==> config.mk <==
export PLATFORM = sky130hd
export DESIGN_NAME = learning_switch_forwarder_top
export DESIGN_NICKNAME = d
export VERILOG_FILES = /design/src/rtl/lsf_pkg.sv /design/src/rtl/learning_switch_forwarder_top.sv /design/src/rtl/lsf_cell.sv
export SDC_FILE = /design/constraint.sdc
export NUM_CORES = 2
export LEC_CHECK = 0
export BUFFER_PORTS_ARGS = -buffer_cell sky130_fd_sc_hd__buf_2
export CAP_MARGIN = 0
export CELL_PAD_IN_SITES_DETAIL_PLACEMENT = 0
export CELL_PAD_IN_SITES_GLOBAL_PLACEMENT = 1
export CORE_UTILIZATION = 46
export DETAILED_ROUTE_END_ITERATION = 10
export GPL_ROUTABILITY_DRIVEN = 1
export GPL_TIMING_DRIVEN = 0
export PLACE_DENSITY = 0.8
export SLEW_MARGIN = 30
export SYNTH_ARGS = -nofsm -noshare
export SYNTH_HDL_FRONTEND = slang
export SYNTH_SLANG_ARGS = --single-unit
==> constraint.sdc <==
create_clock -name aclk -period 5.05 [get_ports aclk]
set_clock_uncertainty 0.1 [all_clocks]
set_input_delay 0.2525 -clock aclk [delete_from_list [all_inputs] [get_ports aclk]]
set_output_delay 0.2525 -clock aclk [all_outputs]
set_load 0.05 [all_outputs]
==> src/rtl/lsf_pkg.sv <==
package lsf_pkg;

    // fixed field widths of the header and result transactions
    localparam int PORT_W    = 3;
    localparam int IN_ADDR_W = 16;
    localparam int MASK_W    = 8;

    // defaults for the top-level parameters
    localparam int DEF_NUM_PORTS     = 8;
    localparam int DEF_TABLE_ENTRIES = 64;
    localparam int DEF_ADDR_BITS     = 16;

    // header transaction
    typedef struct packed {
        logic [PORT_W-1:0]    in_port;
        logic [IN_ADDR_W-1:0] src_addr;
        logic [IN_ADDR_W-1:0] dst_addr;
    } lsf_in_t;

    // result transaction
    typedef struct packed {
        logic [MASK_W-1:0] port_mask;
        logic              flooded;
        logic              table_full;
    } lsf_out_t;

    // search token handed from cell to cell
    typedef struct packed {
        logic              valid;
        logic              src_hit;
        logic              dst_hit;
        logic [PORT_W-1:0] dst_port;
    } lsf_token_t;

    // controller states
    typedef enum logic [1:0] {
        ST_IDLE,
        ST_SEARCH,
        ST_FINISH
    } lsf_state_t;

endpackage

==> src/rtl/learning_switch_forwarder_top.sv <==
// Station-learning forwarder for a small packet switch.
// Input channel s_*: one header transaction (in_port, src_addr, dst_addr).
// Result channel m_*: one transaction per header (port_mask, flooded,
// table_full), in header order.
// Each header first learns its source (port refresh, append, or table_full
// when no room is left), then looks up its destination; a miss floods to
// every existing port except the arrival port.
// The table is a row of TABLE_ENTRIES cells; a search token walks the row
// one cell per cycle, is captured at the end of the row, and the result is
// then loaded into the output register. One header is in work at a time;
// s_ready is high while the controller is idle, so the next header is
// accepted only once the previous result has been loaded.
// The result sits in an output register; a new header is accepted while it
// waits. If the receiver stalls, a finished search holds before the append
// until the output register is free.
// Reset empties the table (fill count to zero) at once, with no clearing
// pass; entry contents are only read below the fill count.
module learning_switch_forwarder_top
    import lsf_pkg::*;
#(
    parameter int NUM_PORTS     = DEF_NUM_PORTS,
    parameter int TABLE_ENTRIES = DEF_TABLE_ENTRIES,
    parameter int ADDR_BITS     = DEF_ADDR_BITS
) (
    input  logic     aclk,
    input  logic     aresetn,
    input  logic     s_valid,
    output logic     s_ready,
    input  lsf_in_t  s_data,
    output logic     m_valid,
    input  logic     m_ready,
    output lsf_out_t m_data
);

    localparam int KEY_W = (ADDR_BITS < IN_ADDR_W) ? ADDR_BITS : IN_ADDR_W;
    localparam int CNT_W = $clog2(TABLE_ENTRIES + 1);

    lsf_state_t        state_reg;
    lsf_state_t        state_next;
    logic              launch_reg;
    logic [PORT_W-1:0] port_reg;
    logic [KEY_W-1:0]  src_reg;
    logic [KEY_W-1:0]  dst_reg;
    logic [CNT_W-1:0]  count_reg;
    logic [CNT_W-1:0]  count_next;
    lsf_token_t        fin_reg;
    logic              m_valid_reg;
    lsf_out_t          m_data_reg;
    lsf_out_t          m_data_next;

    lsf_token_t        tok [0:TABLE_ENTRIES];
    lsf_token_t        tok_last;
    logic              accept;
    logic              out_free;
    logic              capture_en;
    logic              finish_en;
    logic              append_en;
    logic              full;
    logic              same_addr;
    logic              dst_hit;
    logic [PORT_W-1:0] hit_port;
    logic [MASK_W-1:0] exist_mask;

    assign accept   = s_valid && s_ready;
    assign out_free = !m_valid_reg || m_ready;
    assign tok_last = tok[TABLE_ENTRIES];

    // next state
    always_comb begin
        state_next = state_reg;
        case (state_reg)
            ST_IDLE: begin
                if (s_valid) state_next = ST_SEARCH;
            end
            ST_SEARCH: begin
                if (tok_last.valid) state_next = ST_FINISH;
            end
            ST_FINISH: begin
                if (out_free) state_next = ST_IDLE;
            end
            default: state_next = ST_IDLE;
        endcase
    end

    // controller outputs
    always_comb begin
        s_ready    = 1'b0;
        capture_en = 1'b0;
        finish_en  = 1'b0;
        case (state_reg)
            ST_IDLE:   s_ready    = 1'b1;
            ST_SEARCH: capture_en = tok_last.valid;
            ST_FINISH: finish_en  = out_free;
            default: begin
                s_ready = 1'b0;
            end
        endcase
    end

    always_ff @(posedge aclk) begin
        if (!aresetn) begin
            state_reg  <= ST_IDLE;
            launch_reg <= 1'b0;
        end else begin
            state_reg  <= state_next;
            launch_reg <= accept;
        end
    end

    // header registers, broadcast to every cell
    always_ff @(posedge aclk) begin
        if (accept) begin
            port_reg <= s_data.in_port;
            src_reg  <= s_data.src_addr[KEY_W-1:0];
            dst_reg  <= s_data.dst_addr[KEY_W-1:0];
        end
    end

    // cell row
    assign tok[0] = '{valid: launch_reg, src_hit: 1'b0, dst_hit: 1'b0, dst_port: '0};

    for (genvar k = 0; k < TABLE_ENTRIES; k++) begin : g_cell
        lsf_cell #(
            .KEY_W (KEY_W),
            .CNT_W (CNT_W),
            .INDEX (k)
        ) u_cell (
            .aclk        (aclk),
            .aresetn     (aresetn),
            .tok_in      (tok[k]),
            .src_key     (src_reg),
            .dst_key     (dst_reg),
            .in_port     (port_reg),
            .entry_count (count_reg),
            .append_en   (append_en),
            .tok_out     (tok[k+1])
        );
    end

    // token at the end of the row
    always_ff @(posedge aclk) begin
        if (capture_en) begin
            fin_reg <= tok_last;
        end
    end

    // learning decision
    assign full      = count_reg == CNT_W'(TABLE_ENTRIES);
    assign append_en = finish_en && !fin_reg.src_hit && !full;

    always_comb begin
        count_next = count_reg;
        if (append_en) count_next = count_reg + CNT_W'(1);
    end

    always_ff @(posedge aclk) begin
        if (!aresetn) begin
            count_reg <= '0;
        end else begin
            count_reg <= count_next;
        end
    end

    // forwarding mask; a destination equal to the source sees the fresh entry
    always_comb begin
        for (int p = 0; p < MASK_W; p++) begin
            exist_mask[p] = p < NUM_PORTS;
        end
        same_addr = dst_reg == src_reg;
        dst_hit   = fin_reg.dst_hit || (same_addr && (fin_reg.src_hit || !full));
        hit_port  = same_addr ? port_reg : fin_reg.dst_port;
        m_data_next.table_full = !fin_reg.src_hit && full;
        m_data_next.flooded    = !dst_hit;
        if (dst_hit) begin
            m_data_next.port_mask = (MASK_W'(1) << hit_port) & exist_mask;
        end else begin
            m_data_next.port_mask = exist_mask & ~(MASK_W'(1) << port_reg);
        end
    end

    // output register
    always_ff @(posedge aclk) begin
        if (!aresetn) begin
            m_valid_reg <= 1'b0;
        end else if (finish_en) begin
            m_valid_reg <= 1'b1;
        end else if (m_ready) begin
            m_valid_reg <= 1'b0;
        end
    end

    always_ff @(posedge aclk) begin
        if (finish_en) begin
            m_data_reg <= m_data_next;
        end
    end

    assign m_valid = m_valid_reg;
    assign m_data  = m_data_reg;

    // a token leaves the row only while a search is running
    a_token_in_search: assert property (@(posedge aclk) disable iff (!aresetn)
        tok_last.valid |-> state_reg == ST_SEARCH)
        else $error("search token outside search state");

    // fill count never passes the table size
    a_count_bound: assert property (@(posedge aclk) disable iff (!aresetn)
        count_reg <= CNT_W'(TABLE_ENTRIES))
        else $error("fill count beyond table size");

    // an accepted header starts a search on the next cycle
    a_accept_starts: assert property (@(posedge aclk) disable iff (!aresetn)
        accept |=> (state_reg == ST_SEARCH) && launch_reg)
        else $error("accepted header did not launch a search");

    // a forwarded (not flooded) result names at most one port
    a_hit_onehot: assert property (@(posedge aclk) disable iff (!aresetn)
        (m_valid && !m_data.flooded) |-> $onehot0(m_data.port_mask))
        else $error("hit result with several ports");

    // table_full only reported once the table is full
    a_full_count: assert property (@(posedge aclk) disable iff (!aresetn)
        (m_valid && m_data.table_full) |-> full)
        else $error("table_full with room left");

endmodule

==> src/rtl/lsf_cell.sv <==
module lsf_cell
    import lsf_pkg::*;
#(
    parameter int KEY_W = 16,
    parameter int CNT_W = 7,
    parameter int INDEX = 0
) (
    input  logic              aclk,
    input  logic              aresetn,
    input  lsf_token_t        tok_in,
    input  logic [KEY_W-1:0]  src_key,
    input  logic [KEY_W-1:0]  dst_key,
    input  logic [PORT_W-1:0] in_port,
    input  logic [CNT_W-1:0]  entry_count,
    input  logic              append_en,
    output lsf_token_t        tok_out
);

    logic [KEY_W-1:0]  addr_reg;
    logic [PORT_W-1:0] port_reg;
    lsf_token_t        tok_out_reg;
    lsf_token_t        tok_out_next;
    logic              entry_valid;
    logic              is_tail;
    logic              src_match;
    logic              dst_match;

    // this cell holds a live entry when its index is below the fill count
    assign entry_valid = CNT_W'(INDEX) < entry_count;
    assign is_tail     = CNT_W'(INDEX) == entry_count;
    assign src_match   = tok_in.valid && entry_valid && (addr_reg == src_key);
    assign dst_match   = tok_in.valid && entry_valid && (addr_reg == dst_key);

    // fold this cell's compare results into the passing token
    always_comb begin
        tok_out_next          = tok_in;
        tok_out_next.src_hit  = tok_in.src_hit | src_match;
        tok_out_next.dst_hit  = tok_in.dst_hit | dst_match;
        tok_out_next.dst_port = dst_match ? port_reg : tok_in.dst_port;
    end

    // token stage
    always_ff @(posedge aclk) begin
        if (!aresetn) begin
            tok_out_reg <= '0;
        end else begin
            tok_out_reg <= tok_out_next;
        end
    end

    // entry storage: port refresh on a source hit, fill on append
    always_ff @(posedge aclk) begin
        if (src_match) begin
            port_reg <= in_port;
        end else if (append_en && is_tail) begin
            addr_reg <= src_key;
            port_reg <= in_port;
        end
    end

    assign tok_out = tok_out_reg;

endmodule
; After elaboration in Yosys (flattened, before gate mapping)
; Cells that the tools add are included.
[word_totals]
in_bits = 39
register_bits = 1661
[op_classes]
muxes = 202
n_addsub = 1
n_bitwise = 191
eq_ne = 198
reduce_logical = 401
shifts = 2
n_lt_le_gt_ge = 64
[ops]
columns = cell, n
row1 = $eq 16x16->1, 129
row2 = $mux 3, 192
row3 = $logic_and 1x1->1, 261
row4 = $eq 6x7->1 const A, 32
row5 = $lt 6x7->1 const A, 32
row6 = $reduce_and 2->1, 65
row7 = $reduce_bool 2->1, 65
row8 = $or 1x1->1, 126
row9 = $eq 5x7->1 const A, 16
row10 = $lt 5x7->1 const A, 16
row11 = $not 1->1, 64
row12 = $eq 4x7->1 const A, 8
row13 = $lt 4x7->1 const A, 8
row14 = $eq 3x7->1 const A, 4
row15 = $lt 3x7->1 const A, 4
row16 = $shl 1x3->8 const A, 2
row17 = $eq 2x7->1 const A, 2
row18 = $lt 1x7->1 const A, 2
row19 = $lt 2x7->1 const A, 2
row20 = $mux 8, 1
row21 = $not 8->8, 1
row22 = $add 7x1->7 const B, 1
row23 = $eq 1x7->1 const A, 1
row24 = $eq 7x7->1 const B, 1
row25 = 12 further kinds, 24

; Longest topological paths before layout
[depth]
ltp_word = 8
depth_mapped = 12
ltp_nobuf = 7

; Worst setup path after synthesis
; OpenSTA, ideal clock, no wires.
[synth_timing]
kind = register -> register
startpoint = register src_reg[3]
endpoint = register g_cell[22].u_cell.addr_reg[0] (enable)
t_required_ns = 4.520
stages_incl_launch_ff = 9
arrival_time_ns = 3.949
path_buffers = 3
setup_ns = 0.430
path_slack_ns = 0.570
synth_period_minus_slack_ns = 4.480
path_cell_list = edfxtp_1 > buf_2 > buf_2 > buf_2 > xor2_1 > nor4_1 > nand4_1 > nor2_1 > nor4_1
[synth_via]
elab_chain_cells = 4
[synth_rtl]
columns = item, line_no
row1 = from (decl), learning_switch_forwarder_top.sv:42  ; logic [KEY_W-1:0] src_reg;
row2 = from (signal assigned), learning_switch_forwarder_top.sv:114  ; src_reg <= s_data.src_addr[KEY_W-1:0];
row3 = $eq 16x16->1, lsf_cell.sv:31  ; assign src_match = tok_in.valid && entry_valid && (addr_reg == src_key);
row4 = $logic_and 1x1->1, lsf_cell.sv:31
row5 = $not 1->1 (no source line), -
row6 = $reduce_and 2->1 (no source line), -
row7 = to (signal assigned), lsf_cell.sv:56  ; addr_reg <= src_key;
row8 = to (decl), lsf_cell.sv:19  ; logic [KEY_W-1:0] addr_reg;
; Every way passes these cells.
; A chain may end at the register's enable or synchronous reset.

; Worst setup path in the final report
[layout_timing]
startpoint = register src_reg[5]
endpoint = register g_cell[38].u_cell.addr_reg[3] (enable)
[layout_via]
elab_chain_cells = 4
[layout_rtl]
columns = item, line_no
row1 = $eq 16x16->1, lsf_cell.sv:31
row2 = $logic_and 1x1->1, lsf_cell.sv:31
row3 = $not 1->1 (no source line), -
row4 = $reduce_and 2->1 (no source line), -
row5 = to (signal assigned), lsf_cell.sv:56
row6 = to (decl), lsf_cell.sv:19
; Every way passes these cells.

==> flow_summary.yaml <==
route:
  initialDrtViolationCount: 11940
  first_pass_iters: 10
  vias_per_cell: 6.764
  drtAntennaViolNets: 0
  post_drt_wl_per_cell_um: 43.07
  drcViolationCount: 2
  drt_wl_total_um: 391900
  vias: 61550
timing:
  fin_crit_sh_pct: 105.2
  hold_violations: 0
  rsz0062_at_grt: "false"
  setup_viol_count_final: 161
  finalCriticalPeriod_ns: 5.313
  setup_slack_ns: -0.2626
  fmax_ghz: 0.1882
  worst_pin_slew_ns: 1.281
  slew_headroom_pct: 13.80
  maxSlewViolCount: 0
critical_path:
  r2r_start: "src_reg[5]"
  critPathMaxFanout: 11
  cp_top_family: "buffers and inverters"
  reg2reg_to: "g_cell[38].u_cell.addr_reg[3]"
  cp.required_ns: 5.57
  slowest_stage: "nand4_1"
  endpoint_kind: "flop"
  crit_buf_inv: 9
  reg2reg_slack_ns: -0.26
  critPathMostFrequentCell: "buf_4"
  worstPathArrival_ns: 5.83
  critPathLaunchType: "flop"
  cp_cell_sequence: "buf_6, buf_8, buf_16, buf_2, clkbuf_4, buf_4, xor2_1, nor4_1, nand4_1, nor2_1, nor4_2, buf_4, buf_2, buf_4"
  critPathMaxStageDelay_ns: 0.58
  critPathKind: "flop to flop"
  ff2ff_path_depth: 14
layout:
  final_cell_area_mm2: 0.09130
  fill_cells: 14030
  fin_cells: 9099
  syn_to_final_growth_pct: 17.31
  final_common_cell: "xor2_1"
  fin_util_pct: 54.47
  drive_above_1_share_pct: 15.22
  layout_common_cells: "1688 x xor2_1, 1266 x edfxtp_1, 395 x dfxtp_1"
  largest_register_ff_count: 1024
  final_nets: 6752
yosys:
  yosysUniqueCellTypes: 67
  syn_avg_cell_area_um2: 12.66
  synth-async-reset-ratio_pct: 0
  synth_edf_count: 1266
  ys.flop_type: "edfxtp_1"
  yosysWarnings: 0
  syn_nets: 6192
  synth-seq-area-share_pct: 59.01
  synth_seq_cells: 1661
  syn_area_mm2: 0.07783
  syn_inst: 6149
grt:
  gr-usage-all-layers_pct: 45.24
  grt_pass1_vias: 56080
  grt_max_degree: 34
  globalRouteOverflowTotal: 0
  use_met1_pct: 53.91
  grt_util_met3_pct: 27.32
  antenna_found_initial: 26
  grt_pass1_wl_um: 507400
  grt_busiest_layer: "met2"
  grtUsageMet2_pct: 58.77
power_and_ir_drop:
  intPower_mw: 22.69
  ir_drop_uv: 425.0
  p_total_mw: 30.75
  powerDensity_mw_per_mm2: 336.8
  p_leak_nw: 31.49
  p_switching_mw: 8.062
  pwr-share-comb_pct: 9.2
  clockPowerShare_pct: 42.9
  p_sw_share_pct: 26.22
  seqPwrFrac_pct: 47.9
clocking:
  cts_buffer_depth: 3
  cts_buffers: 179
  cts.sinks: 1661
  tritoncts: "done"
  htreeDepth: 4
  clockRootBuffer: "clkbuf_16"
  insertion_delay_ns: 0.88
  cts.reportedPaths.clkPinSlew_ns: 0.06
die:
  die_h_um: 413.3
  fp.coreArea_mm2: 0.1676
  ioPinCount: 51
  row_count: 150
  start_util_pct: 46.44
  dieArea_mm2: 0.1708
  dieWidth_um: 413.3
worst_hold_path:
  hold_start: "s_data[0]"
  whs_endpoint: "dst_reg[0]"
  min_path_cells: 2
  hp-class: "primary input to flop"
placed_design:
  place_area_mm2: 0.08473
  dp.cells: 8675
  routabilityCongestion: 1.102
  port_buffers: 49
  hpwl_um: 279500
  place_ws_ns: -0.6140
run:
  maxCapViolations: 0
run_status:
  outcome: "finished with violations"
  violations: "DRC, setup timing"
==> kinds of logic (layout without fill, tap and decap cells) <==
family | after synthesis | after routing | synth area share [%]
AOI/OAI and AO/OA | 679 | 679 | 4.997
xor gates and xnor gates | 2068 | 2068 | 23.27
adders and majority gates | 4 | 4 | 0.06431
buffers and inverters | 352 | 1071 | 2.249
DFF | 1661 | 1661 | 59.01
muxes | 11 | 11 | 0.1479
other | 0 | 27 | 0
and+or+nand+nor | 1374 | 1374 | 10.26
==> power groups by stage <==
stage               Sequential (mW)  Combinational [mW]  Clock [mW]
finish                         14.7                2.83        13.2
global route                   14.7                2.71        13.5
CTS                            14.7                2.58        13.0
detailed placement             15.0                2.54           0
global placement               15.3                2.03           0
floorplan                      15.1                1.05           0
==> Yosys cell counts, types with 57 or more instances <==
cell	count	area, um^2
xnor2_1	380	3328
clkbuf_1	57	214.0
and2_1	106	663.1
o21ai_0	228	1141
xor2_1	1688	14780
nand3_1	208	1041
dfxtp_1	395	7908
edfxtp_1	1266	38020
nor2_1	182	683.2
nand2_1	58	217.7
buf_2	207	1036
nand4_1	182	1139
a21oi_1	281	1406
nor4_1	448	2803
==> worst max path at each step <==
stage                  from                             end  slack (ns)  cells past startpoint
5_1_grt          src_reg[8]   g_cell[36].u_cell.addr_reg[7]       0.001                     12
3_5_place_dp    src_reg[11]  g_cell[24].u_cell.addr_reg[11]       -0.61                     12
4_1_cts        count_reg[0]  g_cell[22].u_cell.addr_reg[14]        0.01                     14
3_3_place_gp     src_reg[3]   g_cell[4].u_cell.addr_reg[13]       -5.67                      7
2_1_floorplan    src_reg[3]   g_cell[22].u_cell.addr_reg[0]        0.57                      8
6_report         src_reg[5]   g_cell[38].u_cell.addr_reg[3]       -0.26                     14
==> metal layers <==
metal  wire [um]  vias up
li1            -    23360
met1      132100    30360
met2      147200     6228
met3       76090     1575
met4       36090       18
met5         486        -
==> metrics by stage <==
stage	TNS, ns	hold WS, ns
after global placement	-2917.37	0.2934
after CTS	0	0.0008846
after floorplan	0	0.2514
after detailed placement	-50.87	0.2954
final	-15.84	0.02677
after global routing	0	0.03317
==> repair_timing <==
action	in CTS	in global routing
hold endpoints to repair	44	0
cloned	0	0
hold buffers	55	0
endpoints found under the setup margin	258	166
setup buffers	1	2
gates resized for setup	11	19
pin swaps	0	4
==> layout make-up <==
cell class | count | area, um^2 | share of cell area (%)
Tap cell | 2204 | 2758 | 3.021
Timing Repair Buffer | 381 | 3882 | 4.253
Sequential cell | 1661 | 45920 | 50.30
Clock inverter | 98 | 869.6 | 0.9525
Inverter | 36 | 135.1 | 0.1480
Buffer | 314 | 1695 | 1.857
Clock buffer | 242 | 4898 | 5.366
Multi-Input combinational cell | 4136 | 31060 | 34.03
Antenna cell | 27 | 67.56 | 0.07401
(Power assumes the default switching activity.)
